$ cat src/lfs_pkg.sv
`timescale 1ns / 1ps

package lfs_pkg;

   localparam int SENSOR_COUNT = 5;

   localparam logic [1:0] CMD_STEP  = 2'd0;
   localparam logic [1:0] CMD_PULSE = 2'd1;
   localparam logic [1:0] CMD_START = 2'd2;

   localparam logic [1:0] POS_CENTRE = 2'd0;
   localparam logic [1:0] POS_RIGHT  = 2'd1;
   localparam logic [1:0] POS_LEFT   = 2'd2;
   localparam logic [1:0] POS_LOST   = 2'd3;

   localparam logic [2:0] CSR_SHORT_LIMIT = 3'd0;
   localparam logic [2:0] CSR_MID_LIMIT   = 3'd1;
   localparam logic [2:0] CSR_LONG_LIMIT  = 3'd2;
   localparam logic [2:0] CSR_ADVANCE_MIN = 3'd3;
   localparam logic [2:0] CSR_LEFT_GAIN   = 3'd4;
   localparam logic [2:0] CSR_RIGHT_GAIN  = 3'd5;

   localparam logic [2:0] SEG_IDLE  = 3'd0;
   localparam logic [2:0] SEG_FIRST = 3'd1;
   localparam logic [2:0] SEG_LAST  = 3'd7;

   localparam logic [9:0] PULSE_MAX = 10'd1023;

   localparam logic [11:0] START_LEFT  = 12'd2000;
   localparam logic [11:0] START_RIGHT = 12'd3500;

   localparam int GAIN_FRAC_BITS = 10;

   typedef struct packed {
      logic [1:0]              command;
      logic [SENSOR_COUNT-1:0] line_sensors;
   } req_word_type;

   typedef struct packed {
      logic [12:0] left_drive;
      logic [12:0] right_drive;
      logic [2:0]  segment;
   } rsp_word_type;

   typedef struct packed {
      logic [11:0] left_base;
      logic [11:0] right_base;
      logic [1:0]  last_position;
      logic [1:0]  remembered_side;
   } steer_state_type;

   typedef struct packed {
      logic [2:0]      segment;
      logic [9:0]      pulse_count;
      steer_state_type steer;
   } seq_state_type;

   typedef struct packed {
      logic [9:0] short_pulse_limit;
      logic [9:0] mid_pulse_limit;
      logic [9:0] long_pulse_limit;
      logic [9:0] advance_min_pulses;
   } limit_cfg_type;

endpackage

$ cat src/lfs_steer.sv
`timescale 1ns / 1ps

module lfs_steer (
   input  lfs_pkg::seq_state_type state,
   input  lfs_pkg::req_word_type  req_word,
   input  lfs_pkg::limit_cfg_type limits,
   output lfs_pkg::seq_state_type state_next
);
   import lfs_pkg::*;

   function automatic steer_state_type with_base(steer_state_type st, logic [11:0] l,
                                                 logic [11:0] r);
      steer_state_type o;
      o = st;
      o.left_base = l;
      o.right_base = r;
      return o;
   endfunction

   function automatic steer_state_type gentle_table(steer_state_type st, logic [4:0] s);
      steer_state_type o;
      logic [1:0] p;
      o = st;
      p = o.last_position;
      if (s == 5'h1f) begin
         if (p != POS_LOST) begin
            if (p == POS_LEFT) begin
               o = with_base(o, 12'd1300, 12'd1400);
               o.remembered_side = POS_LEFT;
            end
            o.last_position = POS_LOST;
         end else if (o.remembered_side == POS_LEFT) begin
            o = with_base(o, 12'd1300, 12'd1400);
         end
      end else if (!s[3]) begin
         if (!s[4]) begin
            o = with_base(o, 12'd1200, 12'd1400);
         end else if (p == POS_CENTRE || p == POS_RIGHT) begin
            o = with_base(o, 12'd1200, 12'd1400);
            o.remembered_side = POS_CENTRE;
         end else if (o.remembered_side == POS_CENTRE) begin
            o = with_base(o, 12'd1200, 12'd1400);
         end
      end
      p = o.last_position;
      if (!s[4]) begin
         if (p != POS_RIGHT) begin
            if (p == POS_CENTRE) begin
               o = with_base(o, 12'd1300, 12'd1400);
               o.remembered_side = POS_CENTRE;
            end else if (p == POS_LOST) begin
               o = with_base(o, 12'd1300, 12'd1400);
               o.remembered_side = POS_LOST;
            end
            o.last_position = POS_RIGHT;
         end else if (o.remembered_side == POS_CENTRE || o.remembered_side == POS_LOST) begin
            o = with_base(o, 12'd1300, 12'd1400);
         end
      end else if (!s[2]) begin
         o = with_base(o, 12'd1125, 12'd1475);
         o.last_position = POS_CENTRE;
      end
      return o;
   endfunction

   function automatic steer_state_type sharp_table(steer_state_type st, logic [4:0] s);
      steer_state_type o;
      logic [1:0] p;
      o = st;
      p = o.last_position;
      if (s == 5'h1f) begin
         if (p != POS_LOST) begin
            if (p == POS_RIGHT) begin
               o = with_base(o, 12'd1350, 12'd0);
               o.remembered_side = POS_RIGHT;
            end else if (p == POS_LEFT) begin
               o = with_base(o, 12'd1350, 12'd0);
               o.remembered_side = POS_LEFT;
            end
            o.last_position = POS_LOST;
         end else if (o.remembered_side == POS_RIGHT) begin
            o = with_base(o, 12'd1350, 12'd0);
         end else if (o.remembered_side == POS_LEFT) begin
            o = with_base(o, 12'd0, 12'd1350);
         end
      end
      p = o.last_position;
      if (!s[1]) begin
         if (!s[0]) begin
            o = with_base(o, 12'd1125, 12'd1275);
         end else if (p == POS_CENTRE || p == POS_LEFT) begin
            o = with_base(o, 12'd1125, 12'd1275);
            o.remembered_side = POS_CENTRE;
         end else if (o.remembered_side == POS_CENTRE) begin
            o = with_base(o, 12'd1125, 12'd1275);
         end
      end else if (!s[3]) begin
         if (!s[4]) begin
            o = with_base(o, 12'd1125, 12'd1275);
         end else if (p == POS_CENTRE || p == POS_RIGHT) begin
            o = with_base(o, 12'd1275, 12'd1125);
            o.remembered_side = POS_CENTRE;
         end else if (o.remembered_side == POS_CENTRE) begin
            o = with_base(o, 12'd1275, 12'd1125);
         end
      end
      if (!s[4]) begin
         if (p != POS_RIGHT) begin
            if (p == POS_CENTRE) begin
               o = with_base(o, 12'd1350, 12'd0);
               o.remembered_side = POS_CENTRE;
            end else if (p == POS_LOST) begin
               o = with_base(o, 12'd1350, 12'd1100);
               o.remembered_side = POS_LOST;
            end
            o.last_position = POS_RIGHT;
         end else if (o.remembered_side == POS_CENTRE) begin
            o = with_base(o, 12'd1350, 12'd0);
         end else if (o.remembered_side == POS_LOST) begin
            o = with_base(o, 12'd1350, 12'd1100);
         end
      end else if (!s[0]) begin
         if (p != POS_LEFT) begin
            if (p == POS_CENTRE) begin
               o = with_base(o, 12'd0, 12'd1350);
               o.remembered_side = POS_CENTRE;
            end else if (p == POS_LOST) begin
               o = with_base(o, 12'd1100, 12'd1350);
            end
            o.last_position = POS_LEFT;
         end else if (o.remembered_side == POS_CENTRE) begin
            o = with_base(o, 12'd0, 12'd1350);
         end else if (o.remembered_side == POS_LOST) begin
            o = with_base(o, 12'd1100, 12'd1350);
         end
      end else if (!s[2]) begin
         o = with_base(o, 12'd1225, 12'd1275);
         o.last_position = POS_CENTRE;
      end
      return o;
   endfunction

   function automatic steer_state_type normal_table(steer_state_type st, logic [4:0] s);
      steer_state_type o;
      logic [1:0] p;
      o = st;
      p = o.last_position;
      if (s == 5'h1f) begin
         if (p != POS_LOST) begin
            if (p == POS_RIGHT) begin
               o = with_base(o, 12'd1550, 12'd1100);
               o.remembered_side = POS_RIGHT;
            end else if (p == POS_LEFT) begin
               o = with_base(o, 12'd1200, 12'd1550);
               o.remembered_side = POS_LEFT;
            end
            o.last_position = POS_LOST;
         end else if (o.remembered_side == POS_RIGHT) begin
            o = with_base(o, 12'd1550, 12'd1100);
         end else if (o.remembered_side == POS_LEFT) begin
            o = with_base(o, 12'd1200, 12'd1550);
         end
      end
      p = o.last_position;
      if (!s[1]) begin
         if (!s[0]) begin
            o = with_base(o, 12'd1400, 12'd1500);
         end else if (p == POS_CENTRE || p == POS_LEFT) begin
            o = with_base(o, 12'd1400, 12'd1500);
            o.remembered_side = POS_CENTRE;
         end else if (o.remembered_side == POS_CENTRE) begin
            o = with_base(o, 12'd1400, 12'd1500);
         end
      end else if (!s[3]) begin
         if (!s[4]) begin
            o = with_base(o, 12'd1350, 12'd1500);
         end else if (p == POS_CENTRE || p == POS_RIGHT) begin
            o = with_base(o, 12'd1500, 12'd1350);
            o.remembered_side = POS_CENTRE;
         end else if (o.remembered_side == POS_CENTRE) begin
            o = with_base(o, 12'd1500, 12'd1350);
         end
      end
      if (!s[4]) begin
         if (p != POS_RIGHT) begin
            if (p == POS_CENTRE) begin
               o = with_base(o, 12'd1575, 12'd1100);
               o.remembered_side = POS_CENTRE;
            end else if (p == POS_LOST) begin
               o = with_base(o, 12'd1575, 12'd1200);
               o.remembered_side = POS_LOST;
            end
            o.last_position = POS_RIGHT;
         end else if (o.remembered_side == POS_CENTRE) begin
            o = with_base(o, 12'd1575, 12'd1100);
         end else if (o.remembered_side == POS_LOST) begin
            o = with_base(o, 12'd1575, 12'd1200);
         end
      end else if (!s[0]) begin
         if (p != POS_LEFT) begin
            if (p == POS_CENTRE) begin
               o = with_base(o, 12'd1200, 12'd1575);
               o.remembered_side = POS_CENTRE;
            end else if (p == POS_LOST) begin
               o = with_base(o, 12'd1300, 12'd1575);
            end
            o.last_position = POS_LEFT;
         end else if (o.remembered_side == POS_CENTRE) begin
            o = with_base(o, 12'd1200, 12'd1575);
         end else if (o.remembered_side == POS_LOST) begin
            o = with_base(o, 12'd1300, 12'd1575);
         end
      end else if (!s[2]) begin
         o = with_base(o, 12'd1425, 12'd1475);
         o.last_position = POS_CENTRE;
      end
      return o;
   endfunction

   logic [SENSOR_COUNT-1:0] sensors;
   logic                    crossing;
   steer_state_type         steered;

   assign sensors = req_word.line_sensors;
   assign crossing = (!sensors[4] || !sensors[3]) && !sensors[2]
                     && (!sensors[0] || !sensors[1]);

   always_comb begin
      case (state.segment)
         3'd1, 3'd3, 3'd6: begin
            if (state.pulse_count < limits.short_pulse_limit) begin
               steered = gentle_table(state.steer, sensors);
            end else begin
               steered = normal_table(state.steer, sensors);
            end
         end
         3'd2: begin
            if (state.pulse_count < limits.mid_pulse_limit) begin
               steered = normal_table(state.steer, sensors);
            end else begin
               steered = gentle_table(state.steer, sensors);
            end
         end
         3'd4: begin
            if (state.pulse_count < limits.long_pulse_limit) begin
               steered = gentle_table(state.steer, sensors);
            end else begin
               steered = sharp_table(state.steer, sensors);
            end
         end
         3'd5: begin
            steered = sharp_table(state.steer, sensors);
         end
         default: begin
            steered = state.steer;
         end
      endcase
   end

   always_comb begin
      state_next = state;
      case (req_word.command)
         CMD_START: begin
            state_next.segment = SEG_FIRST;
            state_next.pulse_count = '0;
            state_next.steer = with_base(state.steer, START_LEFT, START_RIGHT);
         end
         CMD_PULSE: begin
            if (state.pulse_count < PULSE_MAX) begin
               state_next.pulse_count = state.pulse_count + 10'd1;
            end
         end
         CMD_STEP: begin
            if (state.segment != SEG_IDLE) begin
               state_next.steer = steered;
               if (crossing && state.pulse_count > limits.advance_min_pulses) begin
                  if (state.segment < SEG_LAST) begin
                     state_next.segment = state.segment + 3'd1;
                  end
                  state_next.pulse_count = '0;
               end
            end
         end
         default: begin
            state_next = state;
         end
      endcase
   end

endmodule

$ cat src/lfs_scale.sv
`timescale 1ns / 1ps

module lfs_scale (
   input  logic                   clock,
   input  logic                   reset,
   input  logic                   load_valid,
   input  logic [11:0]            left_base,
   input  logic [11:0]            right_base,
   input  logic [2:0]             segment,
   input  logic [10:0]            left_gain_q10,
   input  logic [10:0]            right_gain_q10,
   output logic                   load_ready,
   output logic                   rsp_valid,
   input  logic                   rsp_ready,
   output lfs_pkg::rsp_word_type  rsp_word
);
   import lfs_pkg::*;

   logic         rsp_valid_ff;
   logic         rsp_valid_in;
   rsp_word_type rsp_word_ff;
   rsp_word_type rsp_word_in;
   logic [22:0]  left_product;
   logic [22:0]  right_product;

   assign load_ready = !rsp_valid_ff || rsp_ready;
   assign rsp_valid_in = load_ready ? load_valid : rsp_valid_ff;

   assign left_product = {11'd0, left_base} * {12'd0, left_gain_q10};
   assign right_product = {11'd0, right_base} * {12'd0, right_gain_q10};

   always_comb begin
      rsp_word_in = rsp_word_ff;
      if (load_ready && load_valid) begin
         rsp_word_in.left_drive = left_product[GAIN_FRAC_BITS +: 13];
         rsp_word_in.right_drive = right_product[GAIN_FRAC_BITS +: 13];
         rsp_word_in.segment = segment;
      end
   end

   always_ff @(posedge clock) begin
      if (reset) begin
         rsp_valid_ff <= 1'b0;
      end else begin
         rsp_valid_ff <= rsp_valid_in;
      end
   end

   always_ff @(posedge clock) begin
      rsp_word_ff <= rsp_word_in;
   end

   assign rsp_valid = rsp_valid_ff;
   assign rsp_word = rsp_word_ff;

endmodule

$ cat src/line_follow_steering_sequencer.sv
`timescale 1ns / 1ps

// Line follower steering sequencer. Each request word is a start, an encoder pulse, a
// control step with five line-sensor bits or an unused code that changes nothing, and each
// produces exactly one response word with the left and right drives (base speed times Q10
// gain, shifted down ten bits) and the track segment after that command. The sequencer state
// register is loaded when a word is accepted, and the two gain multipliers fill the response
// register from it when it has room, so one word can be accepted every cycle while the
// response side keeps up. The six configuration registers are written through the csr
// channel, which is always ready, and should only be written while no word is in flight.
module line_follow_steering_sequencer (
   input  logic                  clock,
   input  logic                  reset,
   input  logic                  req_valid,
   output logic                  req_ready,
   input  lfs_pkg::req_word_type req_word,
   output logic                  rsp_valid,
   input  logic                  rsp_ready,
   output lfs_pkg::rsp_word_type rsp_word,
   input  logic                  csr_valid,
   output logic                  csr_ready,
   input  logic [2:0]            csr_index,
   input  logic [10:0]           csr_data
);
   import lfs_pkg::*;

   limit_cfg_type limits_ff;
   logic [10:0]   left_gain_ff;
   logic [10:0]   right_gain_ff;

   seq_state_type state_ff;
   seq_state_type state_in;
   seq_state_type state_next;
   logic          stage_valid_ff;
   logic          stage_valid_in;
   logic          load_ready;
   logic          req_accept;

   assign csr_ready = 1'b1;

   always_ff @(posedge clock) begin
      if (reset) begin
         limits_ff.short_pulse_limit <= 10'd20;
         limits_ff.mid_pulse_limit <= 10'd80;
         limits_ff.long_pulse_limit <= 10'd140;
         limits_ff.advance_min_pulses <= 10'd10;
         left_gain_ff <= 11'd1101;
         right_gain_ff <= 11'd1203;
      end else if (csr_valid) begin
         case (csr_index)
            CSR_SHORT_LIMIT: limits_ff.short_pulse_limit <= csr_data[9:0];
            CSR_MID_LIMIT:   limits_ff.mid_pulse_limit <= csr_data[9:0];
            CSR_LONG_LIMIT:  limits_ff.long_pulse_limit <= csr_data[9:0];
            CSR_ADVANCE_MIN: limits_ff.advance_min_pulses <= csr_data[9:0];
            CSR_LEFT_GAIN:   left_gain_ff <= csr_data;
            CSR_RIGHT_GAIN:  right_gain_ff <= csr_data;
            default: begin
            end
         endcase
      end
   end

   assign req_ready = !stage_valid_ff || load_ready;
   assign req_accept = req_valid && req_ready;

   lfs_steer u_steer (
      .state      (state_ff),
      .req_word   (req_word),
      .limits     (limits_ff),
      .state_next (state_next)
   );

   assign state_in = req_accept ? state_next : state_ff;
   assign stage_valid_in = req_accept || (stage_valid_ff && !load_ready);

   always_ff @(posedge clock) begin
      if (reset) begin
         state_ff <= '0;
         stage_valid_ff <= 1'b0;
      end else begin
         state_ff <= state_in;
         stage_valid_ff <= stage_valid_in;
      end
   end

   lfs_scale u_scale (
      .clock          (clock),
      .reset          (reset),
      .load_valid     (stage_valid_ff),
      .left_base      (state_ff.steer.left_base),
      .right_base     (state_ff.steer.right_base),
      .segment        (state_ff.segment),
      .left_gain_q10  (left_gain_ff),
      .right_gain_q10 (right_gain_ff),
      .load_ready     (load_ready),
      .rsp_valid      (rsp_valid),
      .rsp_ready      (rsp_ready),
      .rsp_word       (rsp_word)
   );

   a_start_enters_first: assert property (@(posedge clock) disable iff (reset)
      req_accept && req_word.command == CMD_START |=> state_ff.segment == SEG_FIRST)
      else $error("start did not put the sequencer on the first segment");

   a_segment_no_backstep: assert property (@(posedge clock) disable iff (reset)
      req_accept && req_word.command != CMD_START |=> state_ff.segment >= $past(state_ff.segment))
      else $error("segment moved backwards without a start");

   a_pulse_counts: assert property (@(posedge clock) disable iff (reset)
      req_accept && req_word.command == CMD_PULSE && state_ff.pulse_count != PULSE_MAX
      |=> state_ff.pulse_count == $past(state_ff.pulse_count) + 10'd1)
      else $error("encoder pulse not counted");

   a_stall_holds_state: assert property (@(posedge clock) disable iff (reset)
      stage_valid_ff && !load_ready |=> stage_valid_ff && $stable(state_ff))
      else $error("state changed while its response word was stalled");

   a_ready_only_on_full: assert property (@(posedge clock) disable iff (reset)
      !req_ready |-> stage_valid_ff && rsp_valid && !rsp_ready)
      else $error("request side stalled with room in the pipeline");

endmodule

$ cat config.mk
export PLATFORM = sky130hd
export DESIGN_NAME = line_follow_steering_sequencer
export DESIGN_NICKNAME = d
export VERILOG_FILES = /design/src/lfs_pkg.sv /design/src/lfs_steer.sv /design/src/lfs_scale.sv /design/src/line_follow_steering_sequencer.sv
export SDC_FILE = /design/constraint.sdc
export NUM_CORES = 1
export LEC_CHECK = 0
export BUFFER_PORTS_ARGS = -buffer_cell sky130_fd_sc_hd__buf_4
export CORE_MARGIN = 8
export CORE_UTILIZATION = 30
export DETAILED_ROUTE_END_ITERATION = 7
export PLACE_DENSITY = 0.43
export SLEW_MARGIN = 30
export SYNTH_ARGS = -nofsm -noshare
export SYNTH_HDL_FRONTEND = slang
export SYNTH_SLANG_ARGS = --single-unit
$ cat constraint.sdc
create_clock -name clock -period 5.8 [get_ports clock]
set_clock_uncertainty 0.15 [all_clocks]
set_input_delay 0.87 -clock clock [delete_from_list [all_inputs] [get_ports clock]]
set_output_delay 0.87 -clock clock [all_outputs]
set_load 0.1 [all_outputs]
==> run summary, run 1 <==
The worst setup path is captured at a flop. The total wire length came out at 52800 um. Counting I/O delays and the setup requirement, the final critical path takes 5.59 ns. The worst setup path category is flop to flop. The run finished with clean final reports. The library cell contributing the largest single delay on the critical path is fa_1.

The finished layout holds 2817 standard cells, fillers aside. TritonCTS built the clock tree. Once detailed placement completed, the half-perimeter wirelength came to 41200 um. Across all layers, the routed design uses 14434 vias. The count of cell types in the netlist came out at 85.

The number of placed instances, taps included is 2778. The peak supply drop is 0.000231 V. The number of hold-repair buffers added at the cts stage came out at 0. The synthesized area is 16500 um2. TritonCTS created 17 clock buffers.

The die is 250 um tall. The slew at the pin with the worst max-slew slack came out at 0.993 ns. The number of buffer and inverter stages on the critical path came out at 4.

The clock latency reported for the late side of the worst-skew pair came out at 0.47 ns. Yosys printed 0 warnings. Leaving out fill and tap cells, the most frequent cells in the layout are nand2_1 (342), inv_1 (289), fa_1 (173), ha_1 (156), buf_4 (140). The post-route worst hold slack is 0.304 ns. The first global-routing pass estimated 83100 um of wire. In the final design database the tool counted 2460 nets. Buffers placed on the I/O ports in this run total 56. The initial standard-cell utilization of the core is 30.2%.

The worst hold path belongs to the class flop to flop. Derived from the worst setup path, the maximum achievable clock frequency is 179 MHz. The synthesized design contains 134 register bits. The largest single stage delay on the critical path is 0.55 ns. The number of antenna violations at the first check in global routing is 0.

The max capacitance violation total came out at 0. The cell type with the largest total area after synthesis is fa_1. The first routing iteration left 1022 violations. The weighted congestion reported at the end of routability-driven placement is 0.915. Summed over all layers, the global routing overflow is 0. The ratio of total power to cell area came out at 149 nW/um2. The post-synthesis to final-layout area growth is 14.1%. The fraction of registers with async set/reset came out at 0%.

The library cell used most frequently in the layout, excluding fill and tap cells, is nand2_1. Setup violations remaining at the end of the flow were counted as 0. Entering global routing, the biggest net connects 63 pins. The worst pin sits at a relative slew slack of 33.7%. In this run the clock root is driven by a clkbuf_16. The count of H-tree levels built during CTS came out at 4. The count of final max-slew check failures came out at 0. Yosys attributes the largest share of cell area to fa_1 (21%), dfxtp_1 (13%), ha_1 (12%), nand2_1 (7.8%), inv_1 (6.6%). The via count of the first global-routing pass came to 14621. Broken down by cell family, the worst path's largest delay share belongs to adder cells. The number of synthesized flops with an enable pin came out at 29. The die boundary width came out at 250 um.

The number of sinks on the clock net is 134. The number of inserted diodes came out at 0. The post-route fraction of the period consumed by the critical path is 96.4%.

The required arrival time at the worst endpoint is 5.86 ns. The clock-pin slew on the worst setup and hold paths is 0.06 ns. The worst slack at placement is 0.0115 ns. Global routing used 16.7% of the available tracks. The fraction of layout instances using a drive strength above 1 is 11.2%. The maximum root-to-sink buffer count came out at 2. The site row count is 86. The detail route stage leaves a number of antenna-violating nets equal to 0.

58 I/O pins were placed. For the worst setup path, the data arrival time is 5.65 ns. The via count normalized by instance count came out at 5.12. The number of inserted filler cells in the final layout came out at 5760. The die covers 62700 um2. Walking the worst path, the cells encountered are buf_4 > nand2_1 > fa_1 > inv_1 > fa_1 > inv_1 > fa_1 > fa_1 > fa_1 > inv_1 > ha_1 > a21o_1 > a21oi_2 > nor3b_4 > a211oi_2 > o31a_2 > or4_4 > a31oi_4 > xnor2_1.

The number of design rule violations left after detail routing is 0. A synthesized cell averages 8.06 um2. In this run the static leakage power is 8.46 nW. The most frequently used flop master after synthesis is dfxtp_1. The most repeated library cell on the critical path is fa_1. The sequential-to-total area share from yosys stat is 18.0%. The slack of the critical path is 0.206 ns. Counting every net in the synthesized netlist gives 2406.

The synthesized instance count is 2046. After detailed routing, the average wire length per cell comes to 18.7 um. The length of the first detailed-routing pass in iterations is 6. The portion of synthesized cell area occupied by the leading cell type came out at 21.4%. Along the worst path, the maximum fanout reaches 7. The type of element launching the critical path is a flop. The total count of hold-check failures in the final report is 0.

The area of the core came out at 54700 um2.
==> report_power, final <==
part           internal (mW)  switching, mW  total, mW
Clock                  0.672          0.465       1.14
Combinational          0.213          0.429      0.642
Sequential             0.986         0.0305       1.02
Total                   1.87          0.924       2.80
==> registers in the layout, summed over array words and instances (netlist names) <==
name	flops
state_ff	41
limits_ff	40
u_scale.rsp_word	29
left_gain_ff	11
right_gain_ff	11
stage_valid_ff	1
u_scale.rsp_valid	1
==> logic make-up after synthesis <==
group / Yosys count / synth area share [%]
multiplexers: 12 / 0.729
XOR/XNOR: 32 / 1.75
other: 1 / 0.0228
AO/OA/AOI/OAI: 428 / 17.0
buffers and inverters: 400 / 9.23
AND/OR/NAND/NOR: 705 / 19.8
flip-flops: 134 / 18.0
adder cells (fa/ha/maj): 334 / 33.4
==> synth_stat cells (15+ instances only) <==
cell type / number
nand2_1: 344
inv_1: 289
fa_1: 176
ha_1: 158
a21oi_1: 140
and2_1: 122
dfxtp_1: 105
nor2_1: 101
clkbuf_1: 89
o21ai_0: 79
nand3_1: 35
edfxtp_1: 29
nor3_1: 24
xnor2_1: 24
o211ai_1: 21
nor2b_1: 20
a21o_1: 17
a31oi_1: 15
o21a_1: 15
==> layer usage <==
layer,vias up,wire (um),GRT usage (%)
li1,6874,-,-
met4,0,1780,6.25
met5,-,0,0
met2,355,24600,27.4
met1,7114,24400,22.0
met3,91,2000,2.59
==> worst min-delay path: cells and delay by family, from the launching register on <==
family | cells | cell delay [ns]
compound gates | 1 | 0.05
simple gates | 1 | 0.05
flops | 1 | 0.31
==> final timing paths <==
| check | startpoint | to | slack, ns | cells past startpoint |
|---|---|---|---|---|
| max reg2reg | state_ff[11] | u_scale.rsp_word[15] | 0.21 | 19 |
| min | limits_ff[15] | limits_ff[15] | 0.30 | 2 |
| max | state_ff[11] | u_scale.rsp_word[15] | 0.21 | 19 |
| min reg2reg | limits_ff[15] | limits_ff[15] | 0.30 | 2 |
==> area by class of cell <==
class	instances	area (um2)	area share, %
Clock inverter	12	140	0.745
Sequential cell	134	3030	16.1
Clock buffer	20	467	2.48
Multi-Input combinational cell	1512	12100	64.2
Tap cell	704	881	4.68
Inverter	291	1090	5.81
Timing Repair Buffer	144	1120	5.96
==> timing repair <==
item | in CTS | in global routing
gates cloned | 0 | 0
gates resized for setup | 2 | 47
endpoints found under the hold margin | 0 | 0
pin swaps | 0 | 13
endpoints found under the setup margin | 2 | 6
buffers inserted | 0 | 7
==> per-stage QoR <==
stage	setup TNS, ns	total power [mW]	instance area [um2]	utilization (%)
CTS	0	2.83	18600	34.1
global route	-0.0117	2.95	18800	34.4
detailed placement	0	1.68	18000	33.0
global placement	0	1.67	18000	32.9
floorplan	0	1.47	16500	-
finish	0	2.80	18800	34.4
Note: power is estimated with default switching activity, not from simulation.
==> run 2, diff against run 1 <==
Settings changed: ABC_AREA from default to 1, CORE_UTILIZATION 30 to 35, PLACE_DENSITY 0.43 to 0.49.
==> run 2 against run 1 <==
Net effect: sequential power hardly changed; clock-buffer cell count grew 1; design area is 1.1% higher; register-to-register slack improved by 0.20 ns; final cell count grew 12%; sequential share of layout area is 0.48 points lower; first-iteration DRC count is 2.4% lower; synthesized area up 4.9%; combinational power grew 26%; die area down 9.4%; critical path type unchanged; critical endpoint is now u_scale.rsp_word[13]; largest power group unchanged.
==> run summary, run 2 <==
The portion of synthesized cell area occupied by the leading cell type is 20.4% (-1.0 points). The worst setup path is of the flop to flop kind. The number of hold-repair buffers added at the cts stage is 0 (unchanged). The worst-path maximum fanout came out at 13 (+6). The setup slack of the most critical reg-to-reg path is 0.40 ns (+0.20 ns). The area of the core was 48800 um2 (-11%).

The clock tree from TritonCTS is built. The ratio of total power to cell area is 155 nW/um2 (+4.3%). The final antenna-violating net count came out at 0 (unchanged). Yosys attributes the largest share of cell area to fa_1 (20%), nand2_1 (13%), dfxtp_1 (12%), ha_1 (11%), inv_1 (11%).

The count of H-tree levels built during CTS came out at 4 (unchanged). The worst flop-to-flop path startpoint is right_gain_ff[2]. The average cell area after synthesis came out at 7.05 um2 (-12%). Counting instances in the post-synthesis netlist gives the leading cell types as nand2_1 (602), inv_1 (519), fa_1 (176), ha_1 (158), a21oi_1 (153). The buffer count from post-CTS setup fixing came out at 0 (unchanged). Setup repair after global routing left no endpoint under its margin. The sum of net half-perimeters after detailed placement was 41700 um (+1.3%). The cell type with the largest total area after synthesis is fa_1. The count of final max-slew check failures is 0 (unchanged). The via count of the first global-routing pass came out at 15714 (+7.5%). The fraction of registers with async set/reset came out at 0% (unchanged). The site row count is 81 (-5.8%). The count of cell types in the netlist came out at 54 (-36%). Among all flip-flop cells after synthesis, the most frequent one is dfxtp_1. The post-layout utilization of the core is 38.9% (+4.5 points).

The total wire length came out at 53000 um (+0.53%). The number of gates resized after cts came to 0 (-2). The clock-pin slew on the worst setup and hold paths is 0.06 ns (about the same).

The number of inserted diodes is 0 (unchanged). The maximum clock frequency is 185 MHz (+3.7%). The via count normalized by instance count is 4.99 (-2.6%).

The peak supply drop came out at 0.000197 V (-15%). The remaining max-slew budget at the tightest pin came out at 45.2% (+12 points). The weighted congestion reported at the end of routability-driven placement is 0.945 (+3.2%).

The synthesized area is 17300 um2 (+4.9%). The synthesized instance count came out at 2454 (+20%). The depth of the worst register-to-register path came out at 15 (-4). The routed wire length per instance came out at 16.9 um (-10%). The total count of hold-check failures in the final report is 0 (unchanged). The maximum root-to-sink buffer count is 2 (unchanged). The most common cell in the synthesized netlist is nand2_1.

The height of the die is 238 um (-4.8%). The endpoint of the worst register-to-register path is u_scale.rsp_word[13]. The count of boundary I/O pins came out at 58 (unchanged). The fraction of layout instances using a drive strength above 1 came out at 7.29% (-3.9 points). The max capacitance violation total is 0 (unchanged).

The type of element launching the critical path is a flop. The maximum number of pins on one net before global-route repair was 79 (+25%). The worst hold-check path type is flop to flop. The sequential-to-total area share from yosys stat is 17.2% (-0.85 points).

The number of nets in the finished design is 2834 (+15%). The post-layout minimum cycle time was 5.40 ns (-0.198 ns). The full die area came to 56800 um2 (-9.4%). The end point of the most critical hold path is limits_ff[36]. The run finished with clean final reports. The total overflow reported by the global router is 0 (unchanged).

The length of the first detailed-routing pass in iterations was 6 (unchanged). The DRC violation total after the first TritonRoute iteration came out at 997 (-2.4%). The number of inserted filler cells in the final layout is 5270 (-8.5%). The register with the most flip-flops in the final layout is state_ff. The wire length of the first global-routing pass is 85800 um (+3.2%). The number of antenna violations at the first check in global routing came out at 0 (unchanged). The flip-flop count of the largest register, all copies and words added is 41 (unchanged).

The overall routing resource usage came out at 18.9% (+2.2 points). The kind of end point of the critical path is a flop. The number of synthesized flops with an enable pin is 29 (unchanged). The setup TNS came out at 0 ns (unchanged). The clock latency reported for the late side of the worst-skew pair came out at 0.46 ns (about the same). The die boundary width came out at 238 um (-4.8%). The number of design rule violations left after detail routing is 0 (unchanged). The data arrival time of the critical path is 5.45 ns (-0.20 ns). The number of synthesized register bits was 134 (unchanged). The slew at the pin with the worst max-slew slack came out at 0.820 ns (-0.173 ns). The post-route fraction of the period consumed by the critical path is 93.0% (-3.4 points). In the layout the commonest cells are nand2_1 (602), inv_1 (517), fa_1 (176), ha_1 (158), a21oi_1 (152).

The via count of the routed design came out at 15711 (+8.8%). The root buffer cell is clkbuf_16. The required arrival time at the worst endpoint is 5.85 ns (about the same).

The static leakage came out at 10.0 nW (+19%). The worst slack at placement is 0.362 ns (+0.351 ns). The number of sinks on the clock net came out at 134 (unchanged). The sum of internal, switching and leakage power is 2.95 mW (+5.4%).

The post-synthesis to final-layout area growth is 9.91%. The post-route worst hold slack came out at 0.316 ns (+0.0128 ns). The number of warning messages in the yosys log is 0 (unchanged). The hold path depth came out at 2 (unchanged). The slack of the critical path was 0.404 ns (+0.198 ns).

The library cell used most frequently in the layout, excluding fill and tap cells, is nand2_1. The count of final setup violators was 0 (unchanged). The count of input and output buffers is 56 (unchanged). The number of buffers inserted during clock tree synthesis came out at 17 (unchanged). The initial standard-cell utilization of the core came to 35.4% (+5.3 points). The net count of the mapped netlist is 2814 (+17%). The startpoint identified for the worst hold timing path is limits_ff[36].
run 2: logic make-up after synthesis:
group / after synthesis / synth area share (%)
flops: 134 / 17.2
simple gates: 936 / 22.9
buf+inv: 626 / 13.9
compound gates: 390 / 12.5
other cells: 1 / 0.0217
fa+ha+maj: 334 / 31.8
xor+xnor: 33 / 1.67
run 2: metrics by stage:
stage          cells  area [um2]
2_1_floorplan   2454       17300
5_1_grt         3147       19000
3_3_place_gp    3119       18500
4_1_cts         3147       19000
6_report        3147       19000
3_5_place_dp    3119       18500
run 2: per-layer routing:
| layer | vias to the layer above | routed length (um) | global-route usage (%) | share of wire [%] |
|---|---|---|---|---|
| met5 | - | 0 | 0 | 0 |
| met4 | 0 | 1240 | 5.41 | 2.3 |
| met3 | 77 | 3000 | 3.58 | 5.7 |
| met2 | 438 | 23600 | 30.4 | 45 |
| met1 | 7520 | 25200 | 25.5 | 47 |
| li1 | 7676 | - | - | - |
run 2: power by group:
| part | total, mW | internal, mW | switching [mW] |
|---|---|---|---|
| clock | 1.09 | 0.628 | 0.459 |
| sequential | 1.05 | 1.00 | 0.0528 |
| combinational | 0.806 | 0.250 | 0.556 |
| total | 2.95 | 1.88 | 1.07 |
run 2: worst max-delay path by stage:
| stage | from | endpoint | depth (start not counted) |
|---|---|---|---|
| after global placement | right_gain_ff[2] | u_scale.rsp_word[15] | 16 |
| after floorplan | state_ff[13] | u_scale.rsp_word[15] | 18 |
| after global routing | right_gain_ff[2] | u_scale.rsp_word[13] | 15 |
| after CTS | right_gain_ff[2] | u_scale.rsp_word[13] | 15 |
| after detailed placement | right_gain_ff[2] | u_scale.rsp_word[13] | 15 |
| final | right_gain_ff[2] | u_scale.rsp_word[13] | 15 |
run 2: area by class of cell:
cell class	instances	area [um2]	share of cell area, %
Clock buffer	21	482	2.53
Clock inverter	7	71.3	0.375
Inverter	531	2000	10.5
Multi-Input combinational cell	1694	11900	62.8
Sequential cell	134	2970	15.6
Tap cell	664	831	4.37
Timing Repair Buffer	96	721	3.79
run 2: critical path: stages, from the launching register on:
cell	delay, ns
dfxtp_1	0.60
nand2_1	0.15
fa_1	0.52
fa_1	0.41
inv_1	0.08
fa_1	0.43
fa_1	0.56
fa_1	0.41
ha_1	0.32
nand4_1	0.10
o21ai_0	0.37
a21oi_1	0.23
o21ai_0	0.37
nand2_1	0.12
o21ai_0	0.20
xor2_1	0.10
==> run 3, diff against run 2 <==
Clock period 5.8 ns to 4.96 ns, I/O delays scaled along.
==> run 3 against run 2 <==
Net effect: wire length about the same; non-clock buffer count increased by 123; largest power group unchanged; critical path type unchanged; design area increased by 8.1%; highest routed layer unchanged; final cell count increased by 4.0%; first-iteration DRC count increased by 11%.
==> run summary, run 3 (same netlist as run 2, synthesis figures left out) <==
The flow ran to the end, and the final reports show no timing, DRC or antenna violations. The worst setup path is captured at a flop. Setup repair after global routing could not meet its margin everywhere.

The clock tree from TritonCTS is built. The via count normalized by instance count came out at 4.88 (-2.2%). The initial standard-cell utilization of the core came to 35.4% (unchanged). The fraction of layout instances using a drive strength above 1 came to 15.7% (+8.4 points).

The slew at the pin with the worst max-slew slack is 0.954 ns (+0.134 ns). The worst-path maximum fanout came out at 8 (-5). The static leakage came out at 10.8 nW (+7.2%).

The ratio of total power to cell area came to 183 nW/um2 (+18%). The count of final max-slew check failures is 0 (unchanged). The routed wire length per instance came to 16.2 um (-3.8%). The maximum clock frequency is 206 MHz (+11%). The remaining max-slew budget at the tightest pin came out at 36.3% (-8.9 points). The flip-flop count of the largest register, all copies and words added came out at 41 (unchanged).

The worst setup path category is flop to flop. The sum of met2 wire segment lengths after detailed routing is 24100 um (+1.8%). The number of buffers inserted during clock tree synthesis came out at 17 (unchanged). The maximum root-to-sink buffer count is 2 (unchanged). The sum of internal, switching and leakage power came out at 3.76 mW (+28%). The peak supply drop is 0.000168 V (-15%). The site row count came out at 81 (unchanged). The maximum number of pins on one net before global-route repair is 57 (-28%). The number of inserted diodes is 0 (unchanged). The post-layout utilization of the core came out at 42.1% (+3.2 points).

The count of final setup violators came out at 0 (unchanged). The DRC violation total after the first TritonRoute iteration is 1111 (+11%). The die boundary width came out at 238 um (unchanged).

The clock-pin slew on the worst setup and hold paths is 0.08 ns (+0.02 ns). The final antenna-violating net count came out at 0 (unchanged). The number of design rule violations left after detail routing is 0 (unchanged). The post-route fraction of the period consumed by the critical path is 98.0% (+5.0 points). The routed metal-1 wire length was 24900 um (-0.97%). The overall routing resource usage came to 18.7% (-0.21 points).

The weighted congestion reported at the end of routability-driven placement was 0.958 (+1.4%). The clock latency reported for the late side of the worst-skew pair was 0.47 ns (about the same). The count of boundary I/O pins is 58 (unchanged). The number of antenna violations at the first check in global routing is 0 (unchanged). The post-synthesis to final-layout area growth came out at 18.9%.

In this run the top signal layer used is met4. The type of element launching the critical path is a flop. The wire length of the first global-routing pass is 85000 um (-0.86%). The root buffer cell is clkbuf_16.

The total met3 wirelength after detailed routing is 2860 um (-4.8%). The height of the die came out at 238 um (unchanged). The required arrival time at the worst endpoint came to 5.01 ns (-0.84 ns). More flip-flops sit in one register than any other, and that register is state_ff. The max capacitance violation total is 0 (unchanged). The count of input and output buffers is 56 (unchanged). The length of the first detailed-routing pass in iterations was 6 (unchanged). The via count of the first global-routing pass is 15853 (+0.88%). The library cells used most frequently in the layout, excluding fill and tap cells, are nand2_1 (587), inv_1 (511), buf_4 (206), fa_1 (169), ha_1 (145). The number of nets in the finished design came to 2957 (+4.3%). The most common library cell in the layout ignoring fill and taps is nand2_1. The full die area is 56800 um2 (unchanged). The total overflow reported by the global router is 0 (unchanged). The number of sinks on the clock net is 134 (unchanged). The via count of the routed design is 15991 (+1.8%). The post-layout minimum cycle time is 4.86 ns (-0.534 ns). The total wire length came out at 53100 um (about the same). The total count of hold-check failures in the final report came out at 0 (unchanged). The sum of net half-perimeters after detailed placement came out at 42300 um (+1.4%). The area of the core was 48800 um2 (unchanged). The count of H-tree levels built during CTS is 4 (unchanged).

The data arrival time of the critical path came out at 4.91 ns (-0.54 ns). The min-delay analysis places its worst path in the category flop to flop.
-- run 3: cell count changes in the layout (fill, tap and decap cells not counted), sizes merged --
cell / delta
inv: +6
clkinvlp: -1
buf: +123
clkbuf: -4
bufinv: +2
clkinv: +1
-- run 3: path summary, 6_finish.rpt --
kind                       from                    to  slack (ns)  depth (start not counted)
setup / recovery   state_ff[21]  u_scale.rsp_word[28]         0.1                         18
hold reg to reg   limits_ff[15]         limits_ff[15]        0.31                          2
setup reg to reg   state_ff[21]  u_scale.rsp_word[28]         0.1                         18
hold / removal    limits_ff[15]         limits_ff[15]        0.31                          2
-- run 3: timing repair --
item,CTS,global route
hold buffers,0,0
endpoints found under the setup margin,18,22
gates resized for setup,21,127
buffers inserted,0,14
pin swaps,3,52
-- run 3: report_power, final --
part	switching (mW)	internal, mW
Combinational	0.712	0.395
Sequential	0.0418	1.16
Clock	0.625	0.825
-- run 3: worst max-delay path, cell delays in order (launching register included) --
cell and delay (ns):
dfxtp_4 0.40, buf_6 0.14, nand2_4 0.05, inv_2 0.03, fa_1 0.46, fa_1 0.59, fa_1 0.45, fa_1 0.53
inv_2 0.04, fa_1 0.55, inv_2 0.05, ha_4 0.29, nand2_4 0.06, nor2_4 0.13, nand3_2 0.09, nand2_2 0.11
nand4_1 0.14, a31oi_2 0.23, xor2_1 0.10
-- run 3: through the flow --
step | TNS, ns | cell area, um2 | worst slack [ns] | hold slack [ns] | cells
floorplan | 0 | 17300 | 0.0131 | 0.285 | 2454
global route | -0.137 | 20600 | -0.0714 | 0.326 | 3274
detailed placement | -1.97 | 19300 | -0.266 | 0.305 | 3228
global placement | -0.823 | 19300 | -0.152 | 0.299 | 3228
CTS | -0.00723 | 20000 | -0.00723 | 0.314 | 3260
finish | 0 | 20600 | 0.0981 | 0.312 | 3274
-- run 3: final cells by class --
class | instances | area, um2
clock inverters | 15 | 233
inverters | 531 | 2000
flip-flops and latches | 134 | 3060
well taps | 664 | 831
clock buffers | 17 | 425
fillers | 5181 | 28300
multi-input cells | 1694 | 12300
repair buffers | 219 | 1700
-- run 3: routing by layer --
metal  up-vias  GRT usage, %
met3        63          2.71
met2       418          30.1
met1      7583          25.6
met4         0          5.69
met5         -             0
li1       7927             -
